==> src/design/gntr_pkg.sv <==
// Shared types, constants and the gradient sine table of the terrain height core.
package gntr_pkg;

  localparam int unsigned COORD_BITS    = 24;
  localparam int unsigned FRACTION_BITS = 16;
  localparam int unsigned SCALE_FRAC    = 24;
  localparam int unsigned ANGLE_BITS    = 8;
  localparam int unsigned ANGLE_COUNT   = 1 << ANGLE_BITS;
  localparam int unsigned MAX_HEIGHT    = 256;
  localparam int unsigned MAX_OCTAVES   = 8;
  localparam int unsigned MUL_W         = 33;
  localparam int unsigned PROD_W        = 2 * MUL_W;

  localparam logic [31:0] HASH_MUL_X   = 32'h9E3779B1;
  localparam logic [31:0] HASH_MUL_Z   = 32'h85EBCA77;
  localparam logic [31:0] HASH_MUL_MIX = 32'h27D4EB2D;

  localparam logic [2:0] CFG_HASH_SEED   = 3'd0;
  localparam logic [2:0] CFG_INV_SCALE   = 3'd1;
  localparam logic [2:0] CFG_AMPLITUDE   = 3'd2;
  localparam logic [2:0] CFG_OCTAVES     = 3'd3;
  localparam logic [2:0] CFG_BASELINE    = 3'd4;

  typedef enum logic [2:0] {
    ST_IDLE,
    ST_OCTAVE,
    ST_MUL,
    ST_WB,
    ST_DONE
  } state_e;

  typedef enum logic [3:0] {
    OP_SX,
    OP_SZ,
    OP_WX_SQ,
    OP_WX,
    OP_WZ_SQ,
    OP_WZ,
    OP_H1,
    OP_H2,
    OP_H3,
    OP_DX,
    OP_DZ,
    OP_LB,
    OP_LT,
    OP_LV,
    OP_AMP
  } op_e;

  typedef struct packed {
    logic                     en;
    logic signed [MUL_W-1:0]  a;
    logic signed [MUL_W-1:0]  b;
  } mul_req_t;

  typedef logic signed [15:0] sin_lut_t [ANGLE_COUNT];

  function automatic longint quarter_sine(longint x);
    longint x2;
    longint t;
    x2 = (x * x) >>> 14;
    t  = (1160 * x2) >>> 14;
    t  = ((10512 - t) * x2) >>> 14;
    t  = 25736 - t;
    return (t * x) >>> 14;
  endfunction

  function automatic sin_lut_t build_sin_lut();
    sin_lut_t lut;
    longint   ph;
    longint   q;
    longint   r;
    longint   m;
    for (int i = 0; i < ANGLE_COUNT; i++) begin
      ph = longint'(i) << (16 - ANGLE_BITS);
      q  = (ph >> 14) & 3;
      r  = ph & 16'h3FFF;
      m  = ((q & 1) != 0) ? quarter_sine(16384 - r) : quarter_sine(r);
      if ((q & 2) != 0) begin
        m = -m;
      end
      lut[i] = 16'(m);
    end
    return lut;
  endfunction

  localparam sin_lut_t SIN_LUT = build_sin_lut();

endpackage

==> src/design/gntr_mul.sv <==
// Shared signed multiplier with a registered product.
module gntr_mul
  import gntr_pkg::*;
(
  input  logic                     clk_i,
  input  mul_req_t                 req_i,
  output logic signed [PROD_W-1:0] prod_o
);

  logic signed [PROD_W-1:0] prod_q;

  always_ff @(posedge clk_i) begin
    if (req_i.en) begin
      prod_q <= req_i.a * req_i.b;
    end
  end

  assign prod_o = prod_q;

endmodule

==> src/design/gradient_noise_terrain_height_core.sv <==
// Terrain height core: fractal 2-D gradient noise summed over octaves on one multiplier.
//
// One column (column_x, column_z) goes in, one height comes out. Every product of
// the computation runs through a single 33x33 signed multiplier with a registered
// output, under a small sequencer: each octave takes 30 multiplies (position scaling
// on both axes, two smoothstep weights, three hash multiplies and two gradient dot
// terms for each of the four lattice corners, three interpolations and the amplitude
// product), and each multiply has an issue state and a write-back state. The octave
// count is min(octave_count, 8), six at reset. The input is stalled while a column
// is in progress. The result sits in an output register, so the next column is taken
// while a finished height still waits downstream. Configuration writes are always
// accepted and must only be issued while the core is idle.
module gradient_noise_terrain_height_core
  import gntr_pkg::*;
(
  input  logic                         clk_i,
  input  logic                         rst_ni,
  // Column input
  input  logic                         in_valid_i,
  output logic                         in_stall_o,
  input  logic signed [COORD_BITS-1:0] column_x_i,
  input  logic signed [COORD_BITS-1:0] column_z_i,
  // Height output
  output logic                         out_valid_o,
  input  logic                         out_stall_i,
  output logic [8:0]                   column_height_o,
  output logic                         height_clipped_o,
  // Configuration writes
  input  logic                         cfg_valid_i,
  output logic                         cfg_ready_o,
  input  logic [2:0]                   cfg_index_i,
  input  logic [31:0]                  cfg_data_i
);

  // Configuration registers
  logic [31:0] seed_q;
  logic [23:0] inv_scale_q;
  logic [7:0]  amplitude_q;
  logic [3:0]  octaves_q;
  logic [8:0]  baseline_q;

  assign cfg_ready_o = 1'b1;

  always_ff @(posedge clk_i or negedge rst_ni) begin
    if (!rst_ni) begin
      seed_q      <= '0;
      inv_scale_q <= 24'd1048576;
      amplitude_q <= 8'd32;
      octaves_q   <= 4'd6;
      baseline_q  <= 9'd64;
    end else if (cfg_valid_i && cfg_ready_o) begin
      case (cfg_index_i)
        CFG_HASH_SEED: seed_q      <= cfg_data_i;
        CFG_INV_SCALE: inv_scale_q <= cfg_data_i[23:0];
        CFG_AMPLITUDE: amplitude_q <= cfg_data_i[7:0];
        CFG_OCTAVES:   octaves_q   <= cfg_data_i[3:0];
        CFG_BASELINE:  baseline_q  <= cfg_data_i[8:0];
        default: ;
      endcase
    end
  end

  // Octave count, capped: further octaves have zero amplitude
  logic [3:0] oct_n;
  assign oct_n = (octaves_q > 4'(MAX_OCTAVES)) ? 4'(MAX_OCTAVES) : octaves_q;

  // Sequencer state
  state_e state_q, state_d;
  op_e    op_q, op_d;
  logic [3:0] k_q, k_d;
  logic [1:0] corner_q, corner_d;

  // Working registers
  logic signed [COORD_BITS-1:0] cx_q, cz_q;
  logic signed [47:0] sx_q, sz_q;
  logic [16:0]        t2_q;
  logic [16:0]        wx_q, wz_q;
  logic [31:0]        hash_q;
  logic signed [33:0] acc_q;
  logic signed [19:0] dot_q [4];
  logic signed [19:0] lb_q, lt_q, v_q;
  logic signed [15:0] sum_q;

  logic               out_valid_q;
  logic [8:0]         height_q;
  logic               clipped_q;

  // Shared multiplier
  mul_req_t                 mul_req;
  logic signed [PROD_W-1:0] prod;

  gntr_mul u_mul (
    .clk_i  (clk_i),
    .req_i  (mul_req),
    .prod_o (prod)
  );

  // Lattice position of the current octave
  logic [15:0]        fx, fz;
  logic [31:0]        x0, z0, cxc, czc;
  logic signed [17:0] dx, dz;
  logic [ANGLE_BITS-1:0] ang;
  logic signed [15:0] gx, gz;

  assign fx  = sx_q[15:0];
  assign fz  = sz_q[15:0];
  assign x0  = sx_q[47:16];
  assign z0  = sz_q[47:16];
  assign cxc = x0 + {31'd0, corner_q[0]};
  assign czc = z0 + {31'd0, corner_q[1]};
  assign dx  = $signed({2'b00, fx}) - (corner_q[0] ? 18'sd65536 : 18'sd0);
  assign dz  = $signed({2'b00, fz}) - (corner_q[1] ? 18'sd65536 : 18'sd0);
  assign ang = hash_q[31:32-ANGLE_BITS];
  assign gz  = SIN_LUT[ang];
  assign gx  = SIN_LUT[ang + ANGLE_BITS'(ANGLE_COUNT / 4)];

  logic [7:0] amp;
  assign amp = amplitude_q >> k_q[2:0];

  // Operand selection for the current operation
  always_comb begin
    mul_req.en = (state_q == ST_MUL);
    mul_req.a  = '0;
    mul_req.b  = '0;
    case (op_q)
      OP_SX: begin
        mul_req.a = MUL_W'(cx_q);
        mul_req.b = $signed({9'd0, inv_scale_q});
      end
      OP_SZ: begin
        mul_req.a = MUL_W'(cz_q);
        mul_req.b = $signed({9'd0, inv_scale_q});
      end
      OP_WX_SQ: begin
        mul_req.a = $signed({17'd0, fx});
        mul_req.b = $signed({17'd0, fx});
      end
      OP_WX: begin
        mul_req.a = $signed({16'd0, t2_q});
        mul_req.b = $signed({15'd0, 18'd196608 - {1'b0, fx, 1'b0}});
      end
      OP_WZ_SQ: begin
        mul_req.a = $signed({17'd0, fz});
        mul_req.b = $signed({17'd0, fz});
      end
      OP_WZ: begin
        mul_req.a = $signed({16'd0, t2_q});
        mul_req.b = $signed({15'd0, 18'd196608 - {1'b0, fz, 1'b0}});
      end
      OP_H1: begin
        mul_req.a = $signed({1'b0, cxc});
        mul_req.b = $signed({1'b0, HASH_MUL_X});
      end
      OP_H2: begin
        mul_req.a = $signed({1'b0, czc});
        mul_req.b = $signed({1'b0, HASH_MUL_Z});
      end
      OP_H3: begin
        mul_req.a = $signed({1'b0, hash_q});
        mul_req.b = $signed({1'b0, HASH_MUL_MIX});
      end
      OP_DX: begin
        mul_req.a = MUL_W'(dx);
        mul_req.b = MUL_W'(gx);
      end
      OP_DZ: begin
        mul_req.a = MUL_W'(dz);
        mul_req.b = MUL_W'(gz);
      end
      OP_LB: begin
        mul_req.a = MUL_W'(21'(dot_q[1]) - 21'(dot_q[0]));
        mul_req.b = $signed({16'd0, wx_q});
      end
      OP_LT: begin
        mul_req.a = MUL_W'(21'(dot_q[3]) - 21'(dot_q[2]));
        mul_req.b = $signed({16'd0, wx_q});
      end
      OP_LV: begin
        mul_req.a = MUL_W'(21'(lt_q) - 21'(lb_q));
        mul_req.b = $signed({16'd0, wz_q});
      end
      OP_AMP: begin
        mul_req.a = MUL_W'(v_q);
        mul_req.b = $signed({25'd0, amp});
      end
      default: ;
    endcase
  end

  // Write-back helpers
  logic signed [PROD_W-1:0] sh_pos;
  logic signed [PROD_W-1:0] sh_lerp;
  logic [31:0]              mix_h2;
  logic [31:0]              lo;
  logic signed [33:0]       dot_sum;
  logic signed [21:0]       lerp_a;
  logic signed [21:0]       lerp_r;
  logic signed [30:0]       p_amp;
  logic signed [30:0]       p_neg;
  logic signed [15:0]       contrib;
  logic signed [17:0]       raw;

  assign sh_pos  = prod <<< k_q[2:0];
  assign sh_lerp = prod >>> FRACTION_BITS;
  assign lo      = prod[31:0];
  assign mix_h2  = hash_q ^ lo;
  assign dot_sum = acc_q + prod[33:0];
  assign lerp_a  = (op_q == OP_LB) ? 22'(dot_q[0]) :
                   (op_q == OP_LT) ? 22'(dot_q[2]) : 22'(lb_q);
  assign lerp_r  = lerp_a + sh_lerp[21:0];
  assign p_amp   = prod[30:0];
  assign p_neg   = -p_amp;
  assign contrib = p_amp[30] ? -16'(p_neg >>> FRACTION_BITS)
                             : 16'(p_amp >>> FRACTION_BITS);
  assign raw     = $signed({9'd0, baseline_q}) + 18'(sum_q);

  // Next state
  always_comb begin
    state_d  = state_q;
    op_d     = op_q;
    k_d      = k_q;
    corner_d = corner_q;
    case (state_q)
      ST_IDLE: begin
        if (in_valid_i) begin
          state_d = ST_OCTAVE;
          k_d     = '0;
        end
      end
      ST_OCTAVE: begin
        // enter an octave or finish
        op_d     = OP_SX;
        corner_d = '0;
        state_d  = (k_q == oct_n) ? ST_DONE : ST_MUL;
      end
      ST_MUL: begin
        state_d = ST_WB;
      end
      ST_WB: begin
        state_d = ST_MUL;
        case (op_q)
          OP_SX:    op_d = OP_SZ;
          OP_SZ:    op_d = OP_WX_SQ;
          OP_WX_SQ: op_d = OP_WX;
          OP_WX:    op_d = OP_WZ_SQ;
          OP_WZ_SQ: op_d = OP_WZ;
          OP_WZ:    op_d = OP_H1;
          OP_H1:    op_d = OP_H2;
          OP_H2:    op_d = OP_H3;
          OP_H3:    op_d = OP_DX;
          OP_DX:    op_d = OP_DZ;
          OP_DZ: begin
            if (corner_q == 2'd3) begin
              op_d = OP_LB;
            end else begin
              op_d     = OP_H1;
              corner_d = corner_q + 2'd1;
            end
          end
          OP_LB:    op_d = OP_LT;
          OP_LT:    op_d = OP_LV;
          OP_LV:    op_d = OP_AMP;
          OP_AMP: begin
            k_d     = k_q + 4'd1;
            state_d = ST_OCTAVE;
          end
          default:  op_d = OP_SX;
        endcase
      end
      ST_DONE: begin
        // hold until the output register is free
        if (!out_valid_q || !out_stall_i) begin
          state_d = ST_IDLE;
        end
      end
      default: state_d = ST_IDLE;
    endcase
  end

  always_ff @(posedge clk_i or negedge rst_ni) begin
    if (!rst_ni) begin
      state_q  <= ST_IDLE;
      op_q     <= OP_SX;
      k_q      <= '0;
      corner_q <= '0;
    end else begin
      state_q  <= state_d;
      op_q     <= op_d;
      k_q      <= k_d;
      corner_q <= corner_d;
    end
  end

  // Datapath registers
  always_ff @(posedge clk_i) begin
    if (state_q == ST_IDLE && in_valid_i) begin
      cx_q  <= column_x_i;
      cz_q  <= column_z_i;
      sum_q <= '0;
    end
    if (state_q == ST_WB) begin
      case (op_q)
        OP_SX:    sx_q   <= sh_pos[55:8];
        OP_SZ:    sz_q   <= sh_pos[55:8];
        OP_WX_SQ: t2_q   <= {1'b0, prod[31:16]};
        OP_WX:    wx_q   <= prod[32:16];
        OP_WZ_SQ: t2_q   <= {1'b0, prod[31:16]};
        OP_WZ:    wz_q   <= prod[32:16];
        OP_H1:    hash_q <= seed_q ^ lo;
        OP_H2:    hash_q <= mix_h2 ^ (mix_h2 >> 16);
        OP_H3:    hash_q <= lo ^ (lo >> 15);
        OP_DX:    acc_q  <= prod[33:0];
        OP_DZ:    dot_q[corner_q] <= dot_sum[33:14];
        OP_LB:    lb_q   <= lerp_r[19:0];
        OP_LT:    lt_q   <= lerp_r[19:0];
        OP_LV:    v_q    <= lerp_r[19:0];
        OP_AMP:   sum_q  <= sum_q + contrib;
        default: ;
      endcase
    end
  end

  // Output register: saturate the raw height
  always_ff @(posedge clk_i or negedge rst_ni) begin
    if (!rst_ni) begin
      out_valid_q <= 1'b0;
    end else if (state_q == ST_DONE && (!out_valid_q || !out_stall_i)) begin
      out_valid_q <= 1'b1;
    end else if (!out_stall_i) begin
      out_valid_q <= 1'b0;
    end
  end

  always_ff @(posedge clk_i) begin
    if (state_q == ST_DONE && (!out_valid_q || !out_stall_i)) begin
      if (raw < 0) begin
        height_q  <= '0;
        clipped_q <= 1'b1;
      end else if (raw > $signed(18'(MAX_HEIGHT))) begin
        height_q  <= 9'(MAX_HEIGHT);
        clipped_q <= 1'b1;
      end else begin
        height_q  <= raw[8:0];
        clipped_q <= 1'b0;
      end
    end
  end

  assign in_stall_o       = (state_q != ST_IDLE);
  assign out_valid_o      = out_valid_q;
  assign column_height_o  = height_q;
  assign height_clipped_o = clipped_q;

  // Checks
  a_octave_bound: assert property (@(posedge clk_i) disable iff (!rst_ni)
    k_q <= 4'(MAX_OCTAVES))
    else $error("octave counter ran past the cap");

  a_height_range: assert property (@(posedge clk_i) disable iff (!rst_ni)
    out_valid_o |-> column_height_o <= 9'(MAX_HEIGHT))
    else $error("height above maximum");

  a_done_to_idle: assert property (@(posedge clk_i) disable iff (!rst_ni)
    (state_q == ST_DONE && !out_stall_i) |=> (state_q == ST_IDLE && out_valid_o))
    else $error("finished result not delivered to output register");

  a_mul_then_wb: assert property (@(posedge clk_i) disable iff (!rst_ni)
    state_q == ST_MUL |=> state_q == ST_WB)
    else $error("multiply not followed by write back");

endmodule
==> config.mk <==
export PLATFORM = sky130hd
export DESIGN_NAME = gradient_noise_terrain_height_core
export DESIGN_NICKNAME = d
export VERILOG_FILES = /design/src/design/gntr_pkg.sv /design/src/design/gntr_mul.sv /design/src/design/gradient_noise_terrain_height_core.sv
export SDC_FILE = /design/constraint.sdc
export NUM_CORES = 2
export LEC_CHECK = 0
export BUFFER_PORTS_ARGS = -buffer_cell sky130_fd_sc_hd__buf_2
export CAP_MARGIN = 15
export CORE_ASPECT_RATIO = 0.7
export CORE_MARGIN = 10
export CORE_UTILIZATION = 60
export CTS_CLUSTER_SIZE = 20
export DETAILED_ROUTE_END_ITERATION = 10
export HOLD_SLACK_MARGIN = 0.03
export PLACE_DENSITY = 0.85
export SETUP_SLACK_MARGIN = 0.02
export SLEW_MARGIN = 10
export SYNTH_ARGS = -nofsm -noshare
export SYNTH_HDL_FRONTEND = slang
export SYNTH_HIERARCHICAL = 1
export SYNTH_SLANG_ARGS = --single-unit
export TNS_END_PERCENT = 50
==> constraint.sdc <==
create_clock -name clk_i -period 15.8 [get_ports clk_i]
set_input_delay 3.16 -clock clk_i [delete_from_list [all_inputs] [get_ports clk_i]]
set_output_delay 3.16 -clock clk_i [all_outputs]
set_load 0.01 [all_outputs]
==> flow_summary.json <==
{
  "status": "completed",
  "grt_pass1_wl_microns": 389000,
  "rr_startpoint": "dot_q[0][6]",
  "fin_nets": 8931,
  "reg2reg_depth": 34,
  "drtIter0Drc": 9576,
  "r2r-end": "u_mul/prod_o[52]",
  "dr.pass1.iters": 10,
  "cts_buffer_depth": 3,
  "relSlewSlack": 0.0339,
  "cts-buffers-inserted": 52,
  "fp.dieH_microns": 312,
  "post_cts.repair.setup_buffers": 0,
  "fillers": 9584,
  "synth.avg_cell_area_sq_um": 9.66,
  "cp_slowest_cell": "nand3_2",
  "cp-end-kind": "register",
  "hold_viol": 0,
  "die-area_sq_mm": 0.137,
  "syn_inst": 7582,
  "fin_worst_skew_ns": 0.0284,
  "met2_wirelength_microns": 105000,
  "rows": 107,
  "drc": 0,
  "cts_tree": "built",
  "hold_path.class": "reg2reg",
  "cp_common_cell": "fa_1",
  "tightest_slew_ns": 1.45,
  "areaGrowthSynthToFinish_pct": 5.30,
  "dr_total_vias": 61000,
  "cts.clk_slew.worst_paths_ns": 0.06,
  "slew_violations": 0,
  "cp_data_arrival_time_ns": 13.15,
  "met3_length_microns": 45700,
  "overflow": 0,
  "fp.coreArea_sq_mm": 0.121,
  "antenna_found_initial": 19,
  "max_stage_delay_ns": 0.89,
  "required_ns": 16.18,
  "insertion_delay_ns": 0.65,
  "yosysWarnings": 6,
  "final_util": 0.635,
  "hpwl_microns": 194000,
  "drv_cap": 0,
  "htreeDepth": 2,
  "grt_max_degree": 130,
  "startpoint_type": "register",
  "initial_core_util": 0.603,
  "postCtsResizedCells": 0,
  "fin_crit_ns": 12.77,
  "wl_met1_microns": 95200,
  "crit_end": "u_mul/prod_o[52]",
  "dieWidth_microns": 438,
  "setup_violations": 0,
  "max_freq_mhz": 78.3,
  "placed_area_sq_mm": 0.0753,
  "viasPerCell": 6.68,
  "ant_nets": 0,
  "cts.sinks": 573,
  "cts-hold-fix-buffers": 0,
  "rsz0062_at_grt": "no",
  "drive_above_1_share": 0.0856,
  "period_share": 0.808,
  "grt_pass1_vias": 62200,
  "track_usage": 0.374,
  "crit_type": "reg2reg",
  "ios": 101,
  "routedWlPerCell_microns": 28.5,
  "design_area_sq_mm": 0.0771,
  "netlist_area_sq_mm": 0.0732,
  "cp_max_fo": 31,
  "drt_wl_total_microns": 260000,
  "place.gp.congestion": 1.12,
  "cts_root_buffer": "clkbuf_16",
  "tns_ns": 0,
  "final_common_cell": "inv_1",
  "syn_nets": 9072,
  "final_cell_mix": "1156 x inv_1, 1037 x fa_1, 904 x nand2_1, 560 x and2_1, 466 x edfxtp_1",
  "crit_start": "dot_q[0][6]",
  "reg2reg_slack_ns": 3.03,
  "port_buffers": 99,
  "top_layer": "met5"
}
## metrics by stage
step | cells | worst slack [ns] | hold slack (ns)
2_1_floorplan | 7582 | 5.89 | 0.453
4_1_cts | 9114 | 3.72 | 0.506
3_5_place_dp | 9017 | 3.76 | 0.494
6_report | 9132 | 3.03 | 0.507
5_1_grt | 9123 | 2.93 | 0.522
3_3_place_gp | 9016 | 3.96 | 0.483
## worst max-delay path: cells and delay by family, from the launching register on
kind / cells / cell delay, ns
AO/OA/AOI/OAI: 12 / 3.84
XOR/XNOR: 1 / 0.14
adder cells (fa/ha/maj): 10 / 4.93
buffers and inverters: 6 / 0.55
flip-flops: 1 / 0.38
AND/OR/NAND/NOR: 5 / 2.63
## layer usage
metal	global-route usage	vias up
met5	0	-
met4	0.165	16
met3	0.161	953
met2	0.518	5348
met1	0.508	30000
li1	-	24700
## cell type report
class | count | area [sq um] | area share
antenna | 13 | 32.5 | 0.000422
clock buffer | 72 | 1450 | 0.0188
clock inverter | 25 | 278 | 0.00360
inverter | 1163 | 4370 | 0.0566
multi-input combinational | 5403 | 50700 | 0.657
sequential | 573 | 16600 | 0.215
tap | 1635 | 2050 | 0.0265
timing repair buffer | 248 | 1640 | 0.0213
## how the worst min path moves through the flow
stage | from | endpoint | slack, ns | depth (start not counted)
5_1_grt | inv_scale_q[19] | inv_scale_q[19] | 0.52 | 1
2_1_floorplan | u_mul/prod_o[15] | acc_q[15] | 0.45 | 0
3_5_place_dp | sum_q[3] | sum_q[3] | 0.49 | 2
3_3_place_gp | sum_q[3] | sum_q[3] | 0.48 | 2
6_report | sum_q[8] | sum_q[8] | 0.51 | 2
4_1_cts | sum_q[2] | sum_q[2] | 0.51 | 2
## sequential cells by signal, summed over array words and instances, names as in the netlist, 20 cells and up
register,flops
acc_q,34
cx_q,24
cz_q,24
dot_q,80
hash_q,32
inv_scale_q,24
lb_q,20
lt_q,20
seed_q,32
sx_q,48
sz_q,48
u_mul/prod_o,56
v_q,20
Power is not shown: default switching activity piles up to over one toggle a cycle in this logic, so the estimate is an artifact.
